**config.mk**
```make
export PLATFORM = sky130hd
export DESIGN_NAME = lmpf_front
export DESIGN_NICKNAME = d
export VERILOG_FILES = /design/src/lmpf_pkg.sv /design/src/lmpf_fifo.sv /design/src/lmpf_front.sv
export SDC_FILE = /design/constraint.sdc
export NUM_CORES = 1
export LEC_CHECK = 0
export BUFFER_PORTS_ARGS = -buffer_cell sky130_fd_sc_hd__buf_2
export CAP_MARGIN = 10
export CELL_PAD_IN_SITES_DETAIL_PLACEMENT = 0
export CELL_PAD_IN_SITES_GLOBAL_PLACEMENT = 1
export CORE_ASPECT_RATIO = 0.7
export CORE_MARGIN = 2
export CORE_UTILIZATION = 44
export DETAILED_ROUTE_END_ITERATION = 8
export PLACE_DENSITY = 0.8
export SLEW_MARGIN = 20
export SYNTH_ARGS = -nofsm -noshare
export SYNTH_HDL_FRONTEND = slang
export SYNTH_SLANG_ARGS = --single-unit
```
**constraint.sdc**
```tcl
create_clock -name clk -period 5.2 [get_ports clk]
set_input_delay 0.26 -clock clk [delete_from_list [all_inputs] [get_ports clk]]
set_output_delay 0.26 -clock clk [all_outputs]
set_load 0.005 [all_outputs]
```
**src/lmpf_pkg.sv**
```systemverilog
// Shared types and constants of the LED matrix PWM frame generator.
package lmpf_pkg;

	// Item kinds as they arrive in tuser and travel through the command queue.
	typedef enum logic [1:0] {
		OP_WRITE_PIXEL = 2'd0,
		OP_LOAD_MAP    = 2'd1,
		OP_CLEAR       = 2'd2,
		OP_TICK        = 2'd3
	} op_t;

	// Configuration register indexes.
	localparam logic [1:0] REG_BRIGHTNESS = 2'd0;
	localparam logic [1:0] REG_ROTATION   = 2'd1;
	localparam logic [1:0] REG_BINARY     = 2'd2;

	// Queue depths between the two halves and ahead of the output port.
	localparam int CMD_DEPTH = 4;
	localparam int OUT_DEPTH = 4;

	// One classified command: store address and data already worked out.
	typedef struct packed {
		op_t        kind;
		logic [7:0] addr;
		logic [7:0] data;
	} cmd_t;

	// Configuration seen by the frame walker.
	typedef struct packed {
		logic [7:0] brightness;
		logic [1:0] rotation;
		logic       binary_mode;
	} cfg_t;

	// One result beat.
	typedef struct packed {
		logic [7:0] frame_byte;
		logic       last;
	} out_t;

	// Back end sequencer states.
	typedef enum logic [1:0] {
		BK_IDLE,
		BK_WALK,
		BK_DRAIN
	} back_state_t;

endpackage

```
**src/lmpf_fifo.sv**
```systemverilog
// Small first-in first-out queue with show-ahead read data.
module lmpf_fifo #(
	parameter int WIDTH = 8,
	parameter int DEPTH = 4
) (
	input  logic             clk,
	input  logic             arst_n,
	input  logic             push,
	input  logic [WIDTH-1:0] wdata,
	output logic             full,
	input  logic             pop,
	output logic [WIDTH-1:0] rdata,
	output logic             empty
);

	localparam int PW = $clog2(DEPTH);
	localparam int CW = $clog2(DEPTH + 1);

	logic [WIDTH-1:0] mem_q [DEPTH];
	logic [PW-1:0]    wr_ptr_q;
	logic [PW-1:0]    rd_ptr_q;
	logic [CW-1:0]    count_q;
	logic             do_push;
	logic             do_pop;

	assign full    = count_q == CW'(DEPTH);
	assign empty   = count_q == '0;
	assign do_push = push && !full;
	assign do_pop  = pop && !empty;
	assign rdata   = mem_q[rd_ptr_q];

	// Entry storage carries no reset.
	always_ff @(posedge clk) begin
		if (do_push) begin
			mem_q[wr_ptr_q] <= wdata;
		end
	end

	// Pointers and fill count.
	always_ff @(posedge clk or negedge arst_n) begin
		if (!arst_n) begin
			wr_ptr_q <= '0;
			rd_ptr_q <= '0;
			count_q  <= '0;
		end else begin
			if (do_push) begin
				wr_ptr_q <= (wr_ptr_q == PW'(DEPTH - 1)) ? '0 : wr_ptr_q + 1'b1;
			end
			if (do_pop) begin
				rd_ptr_q <= (rd_ptr_q == PW'(DEPTH - 1)) ? '0 : rd_ptr_q + 1'b1;
			end
			if (do_push && !do_pop) begin
				count_q <= count_q + 1'b1;
			end else if (do_pop && !do_push) begin
				count_q <= count_q - 1'b1;
			end
		end
	end

endmodule

```
**src/lmpf_front.sv**
```systemverilog
// Front end: accepts input beats, classifies them and queues commands.
module lmpf_front #(
	parameter int MATRIX_ROWS = 16,
	parameter int MATRIX_COLS = 16,
	parameter int MAX_LEVEL   = 255
) (
	input  logic               clk,
	input  logic               arst_n,
	input  logic               in_valid,
	output logic               in_ready,
	input  lmpf_pkg::op_t      in_op,
	input  logic [7:0]         in_x,
	input  logic [7:0]         in_y,
	input  logic               in_lit,
	input  logic [7:0]         in_level,
	input  logic [7:0]         in_slot,
	input  logic [7:0]         in_source,
	output logic               cmd_valid,
	output lmpf_pkg::cmd_t     cmd,
	input  logic               cmd_pop
);
	import lmpf_pkg::*;

	logic        full;
	logic        empty;
	logic        in_bounds;
	logic [11:0] pix_idx;
	logic [7:0]  pix_level;
	logic        keep;
	cmd_t        cmd_w;
	logic [$bits(cmd_t)-1:0] cmd_rd;

	// A pixel write lands at row-major index y * cols + x.
	assign in_bounds = (in_x < 8'(MATRIX_COLS)) && (in_y < 8'(MATRIX_ROWS));
	assign pix_idx   = 12'(in_y) * 12'(MATRIX_COLS) + 12'(in_x);

	// An unlit or zero request stores zero; larger levels are clamped.
	always_comb begin
		if (!in_lit || in_level == 8'd0) begin
			pix_level = 8'd0;
		end else if (in_level > 8'(MAX_LEVEL)) begin
			pix_level = 8'(MAX_LEVEL);
		end else begin
			pix_level = in_level;
		end
	end

	// Build the queued command; an out-of-bounds pixel write is dropped.
	always_comb begin
		cmd_w.kind = in_op;
		cmd_w.addr = 8'd0;
		cmd_w.data = 8'd0;
		keep       = 1'b1;
		case (in_op)
			OP_WRITE_PIXEL: begin
				cmd_w.addr = pix_idx[7:0];
				cmd_w.data = pix_level;
				keep       = in_bounds;
			end
			OP_LOAD_MAP: begin
				cmd_w.addr = in_slot;
				cmd_w.data = in_source;
			end
			default: begin
				keep = 1'b1;
			end
		endcase
	end

	assign in_ready  = !full;
	assign cmd_valid = !empty;
	assign cmd       = cmd_t'(cmd_rd);

	lmpf_fifo #(
		.WIDTH($bits(cmd_t)),
		.DEPTH(CMD_DEPTH)
	) u_cmd_fifo (
		.clk   (clk),
		.arst_n(arst_n),
		.push  (in_valid && keep),
		.wdata (cmd_w),
		.full  (full),
		.pop   (cmd_pop),
		.rdata (cmd_rd),
		.empty (empty)
	);

endmodule

```
==> Word-level counts from Yosys, hierarchy flattened <==
Memories as Yosys holds them, arrays and structs flattened.
Cells that the tools add are included.
{ "word_totals": {"inputBits": 47, "mem_count": 1, "mem_bits_rw": 72, "output_inout_bits": 20, "regBits": 7} }
{ "op_classes": {"n_eq_ne": 4, "reduce_logical": 16, "mux": 10, "order_cmp": 3, "add_sub_neg": 5} }
{ "mem_list": {"columns": ["memory", "depth", "word_bits", "read_ports", "rd_ports_with_merged_regs", "wr", "line_no", "source"], "rows": [
  ["u_cmd_fifo.mem_q", 4, 18, 1, 0, 1, "lmpf_fifo.sv:19", "logic [WIDTH-1:0] mem_q [DEPTH];"]
]} }
{ "op_table": {"columns": ["cell", "count"], "rows": [
  ["case mux 16 bit (2 select lines)", 1],
  ["< comparator 8 x 5 -> 1 bit (second input constant)", 2],
  ["two-way mux 8 bit", 2],
  ["adder 8 bit", 1],
  ["greater-than comparator 8 bit (second input constant)", 1],
  ["zero test 8 bit", 1],
  ["logical AND 1 bit", 6],
  ["two-way mux 3 bit", 2],
  ["zero test 1 bit", 5],
  ["adder 2 x 1 -> 2 bit (second input constant)", 2],
  ["equality test 2 bit (second input constant)", 2],
  ["two-way mux 2 bit", 2],
  ["adder 3 x 1 -> 3 bit (second input constant)", 1],
  ["equality test 3 bit (second input constant)", 1],
  ["zero test 3 bit", 1],
  ["two-way mux 1 bit", 3],
  ["subtractor 3 x 1 -> 3 bit (second input constant)", 1],
  ["equality test 2 x 1 -> 1 bit (second input constant)", 1],
  ["zero test 2 bit", 1],
  ["nonzero test 2 bit", 1],
  ["logical OR 1 bit", 1]
]} }

==> Longest topological paths before layout <==
{ "logic_depth": {"word_depth": 9, "ltp_mapped": 10} }

==> Cells and area by module <==
Synthesis repeated with hierarchy kept, for this count alone.
{ "hier_totals": {"hier_cells": 193, "hier_area_um2": 3459.6} }
{ "modules_own_cells": {"columns": ["module", "cells_per_inst", "seq_area_each_um2", "area_per_inst_um2", "instances"], "rows": [
  ["lmpf_fifo", 131, 2337.2, 3046.7, 1],
  ["lmpf_front", 62, 0.0, 412.9, 1]
]} }

==> Least setup slack after synthesis <==
Ideal clock, no wire load.
{ "synth_timing": {"path_kind": "reg2reg", "from": "reg u_cmd_fifo.count_q[1]", "to": "reg u_cmd_fifo.count_q[2]", "period_less_slack_ns": 1.990, "required_ns": 5.121, "arrival_time_ns": 1.910, "n_path_buf": 0, "setup_slack_ns": 3.210, "path_stages_with_launch": 9, "path_cell_list": "dfrtp_1 -> or3_1 -> nand2_1 -> ha_1 -> inv_1 -> fa_1 -> xor2_1 -> nor2_1 -> xor2_1"} }
{ "synth_via": {"elab_chain_len": 6, "word_cells_on_any_way": 15, "cone_classes": "add/sub: 2; eq/ne: 1; mux: 2; reduce/logical: 10"} }
{ "synth_rtl": {"columns": ["element", "line_no", "source"], "rows": [
  ["start, declared", "lmpf_fifo.sv:22", "logic [CW-1:0] count_q;"],
  ["start signal, assigned", "lmpf_fifo.sv:53", "count_q <= count_q + 1'b1;"],
  ["start signal, assigned", "lmpf_fifo.sv:55", "count_q <= count_q - 1'b1;"],
  ["zero test 3 bit (*)", "lmpf_fifo.sv:27", "assign empty = count_q == '0;"],
  ["zero test 1 bit (*)", null, null],
  ["via cmd_valid", "lmpf_front.sv:18", "output logic cmd_valid,"],
  ["logical AND 1 bit (*)", "lmpf_fifo.sv:29", "assign do_pop = pop && !empty;"],
  ["zero test 1 bit", "lmpf_fifo.sv:52", "if (do_push && !do_pop) begin"],
  ["logical AND 1 bit", "lmpf_fifo.sv:52", null],
  ["two-way mux 3 bit / nonzero test 2 bit (equally long branches)", null, null]
]} }
The timed path passes the listed nets; every way through them passes the cells marked *. The select of a mux whose other input is x is not followed.
A chain may end at the register's enable or synchronous reset.

==> flow_summary.yaml <==
run:
  max-cap-violations: 0
place:
  place_hpwl_mm: 4.07
  io_buffers: 66
  gp_congestion: 0.742
clock_network:
  clock-root-buffer: "clkbuf_8"
  htreeDepth: 3
  clk_latency_ns: 0.34
  post_cts_resized: 0
  clk_path_buf_depth: 2
  cts_made_buffers: 9
  clkTransAtPathRegs_ns: 0.08
  post-cts-setup-buffer-count: 0
  cts_tree: "built"
  clock-sinks: 79
worst_setup_path:
  cp_num_buf_inv: 1
  r2r_cells: 8
  crit_path_end_kind: "output port"
  slowest_stage: "dfrtp_1"
  cpLargestDelayFamily: "flip-flops"
  arrival_ns: 1.85
  r2r_slack_ns: 3.10
  r2r-start: "u_cmd_fifo.count_q[1]$_DFFE_PN0P_"
  crit_type: "reg -> out"
  crit_required_ns: 4.94
  cp_max_fo: 20
  cpPeakStageDelay_ns: 0.92
  r2r_end: "u_cmd_fifo.count_q[2]$_DFFE_PN0P_"
  crit_chain: "mux4_2, buf_2"
  cp-start-kind: "flip-flop"
floorplanning:
  die_area_sq_um: 8500
  fp.coreArea_sq_um: 7420
  rows: 26
  initial_core_util_pct: 46.1
  die-height_um: 77.7
  io_pins: 67
  die_w_um: 109
sta:
  relSlewSlack_pct: 39.1
  rsz0062_at_grt: "no"
  finalHoldViolCount: 0
  tightestPinTransition_ns: 0.914
  setup_viol: 0
  max_freq_mhz: 474
  hold_slack_ns: 0.272
  fin_worst_skew_ns: 0.00996
  period_minus_slack_ns: 2.11
  fin_crit_sh_pct: 40.6
  drv_slew: 0
  setup_tns_ns: 0
global_route:
  grt.busiest_layer: "met2"
  use_met1_pct: 22.0
  grt_pass1_wl_mm: 9.61
  met3_usage_pct: 4.71
  grt_max_degree: 32
  use_met2_pct: 23.4
  grt_pass1_vias: 1824
  overflow: 0
  track_usage_pct: 15.7
  antenna_found_initial: 0
route:
  vias: 1883
  drt-initial-drc-count: 79
  drc: 0
  detail-route-antenna-nets: 0
  wl_per_cell_um: 16.4
  drtPass1Iterations: 4
  drt-total-wl_mm: 6.09
  viasPerCell: 5.08
final_layout:
  diodes: 0
  layout_common_cells: "edfxtp_1 (72), buf_2 (66), nor2_1 (27)"
  syn2layout_area_growth_pct: 18.2
  drive_gt1_share_pct: 37.7
  final_common_cell: "edfxtp_1"
  nNetsFinal: 326
  final_util_pct: 54.5
power:
  power.density_nw_per_um2: 475
  irDropWorstVdd_mv: 0.200
  leakagePower_nw: 1.55
run_status:
  status: "finished, final reports clean"
synthesis:
  ys_seq_elements: 79
  syn_avg_cell_area_sq_um: 17.1
  ys_types: 25
  syn_area_sq_um: 3420
  synth_warnings: 0
  synth-seq-area-share_pct: 68.4
  synth_nets: 258
  syn_inst: 200
hold_path:
  hold_path_class: "in -> async"
## through the flow
step | worst slack (ns) | instance area, sq um | instances | power [mW]
4_1_cts | 3.07 | 4040 | 371 | 1.95
5_1_grt | 2.88 | 4040 | 371 | 2.04
3_3_place_gp | 2.78 | 3820 | 354 | 1.46
2_1_floorplan | 3.21 | 3420 | 200 | 1.27
3_5_place_dp | 2.71 | 3820 | 354 | 1.47
6_report | 3.09 | 4040 | 371 | 1.92
## kinds of logic (layout without fill, tap and decap cells)
group | count (synthesis) | after routing | synth area share (%)
buffers and inverters | 15 | 88 | 2.27
adder cells (fa/ha/maj) | 11 | 11 | 4.47
AO/OA/AOI/OAI | 15 | 15 | 2.53
flip-flops | 79 | 79 | 68.4
multiplexers | 28 | 28 | 15.2
AND/OR/NAND/NOR | 46 | 46 | 5.67
XOR/XNOR | 6 | 6 | 1.54
## worst max path at each step
stage	slack (ns)	end	start	cells past startpoint
after floorplan	3.21	u_cmd_fifo.count_q[2]$_DFFE_PN0P_	u_cmd_fifo.count_q[1]$_DFFE_PN0P_	8
after global routing	2.88	u_cmd_fifo.count_q[2]$_DFFE_PN0P_	u_cmd_fifo.count_q[1]$_DFFE_PN0P_	8
after global placement	2.78	u_cmd_fifo.mem_q[0][3]$_DFFE_PP_	in_op[0]	4
final	3.09	cmd[4]	u_cmd_fifo.rd_ptr_q[1]$_DFFE_PN0P_	2
after CTS	3.07	cmd[15]	u_cmd_fifo.rd_ptr_q[1]$_DFFE_PN0P_	2
after detailed placement	2.71	u_cmd_fifo.mem_q[0][11]$_DFFE_PP_	in_op[0]	4
## registers in the layout, summed over array words and instances (netlist names)
register and flops:
u_cmd_fifo.mem_q 72, u_cmd_fifo.count_q 3, u_cmd_fifo.rd_ptr_q 2, u_cmd_fifo.wr_ptr_q 2
## area by class of cell
type | count | area (sq um)
Multi-Input combinational cell | 106 | 1000
Sequential cell | 79 | 2340
Clock inverter | 5 | 82.6
Tap cell | 98 | 123
Clock buffer | 11 | 131
Fill cell | 596 | 3380
Timing Repair Buffer | 68 | 348
Inverter | 4 | 15.0
## cells in the mapped netlist
cell	instances	area [sq um]
a211o_1	1	8.76
a21o_1	2	15.0
a21oi_1	11	55.1
and2_1	4	25.0
and3_1	1	6.26
buf_2	5	25.0
buf_6	2	22.5
clkbuf_1	4	15.0
dfrtp_1	7	175
edfxtp_1	72	2160
fa_1	2	40.0
ha_1	9	113
inv_1	4	15.0
mux2_2	2	22.5
mux2_4	2	30.0
mux2i_1	6	60.1
mux4_2	18	405
nand2_1	10	37.5
nor2_1	27	101
nor3_1	1	5.00
nor4_1	2	12.5
o21a_1	1	7.51
or3_1	1	6.26
xnor2_1	3	26.3
xor2_1	3	26.3
## layer usage
| layer | share of wire, % | vias to the layer above |
|---|---|---|
| met5 | 0 | - |
| met4 | 1.0 | 0 |
| met3 | 6.1 | 6 |
| met2 | 45 | 63 |
| met1 | 48 | 917 |
| li1 | - | 897 |
## worst reg2reg max path, cell delays in order, from the launching register on
cell	delay, ns
dfrtp_1	0.43
or3_1	0.40
nand2_1	0.16
ha_1	0.21
inv_1	0.06
fa_1	0.37
xor2_1	0.15
nor2_1	0.11
xor2_1	0.15
## where the power goes
part / internal (mW) / switching [mW]
sequential: 0.825 / 0.0735
clock: 0.271 / 0.207
combinational: 0.294 / 0.248
total: 1.39 / 0.529
## timing repair
action / in CTS / in global routing
hold buffers: 1 / 0
endpoints found under the hold margin: 7 / 0
endpoints found under the setup margin: 0 / 0
(Power assumes the default switching activity.)
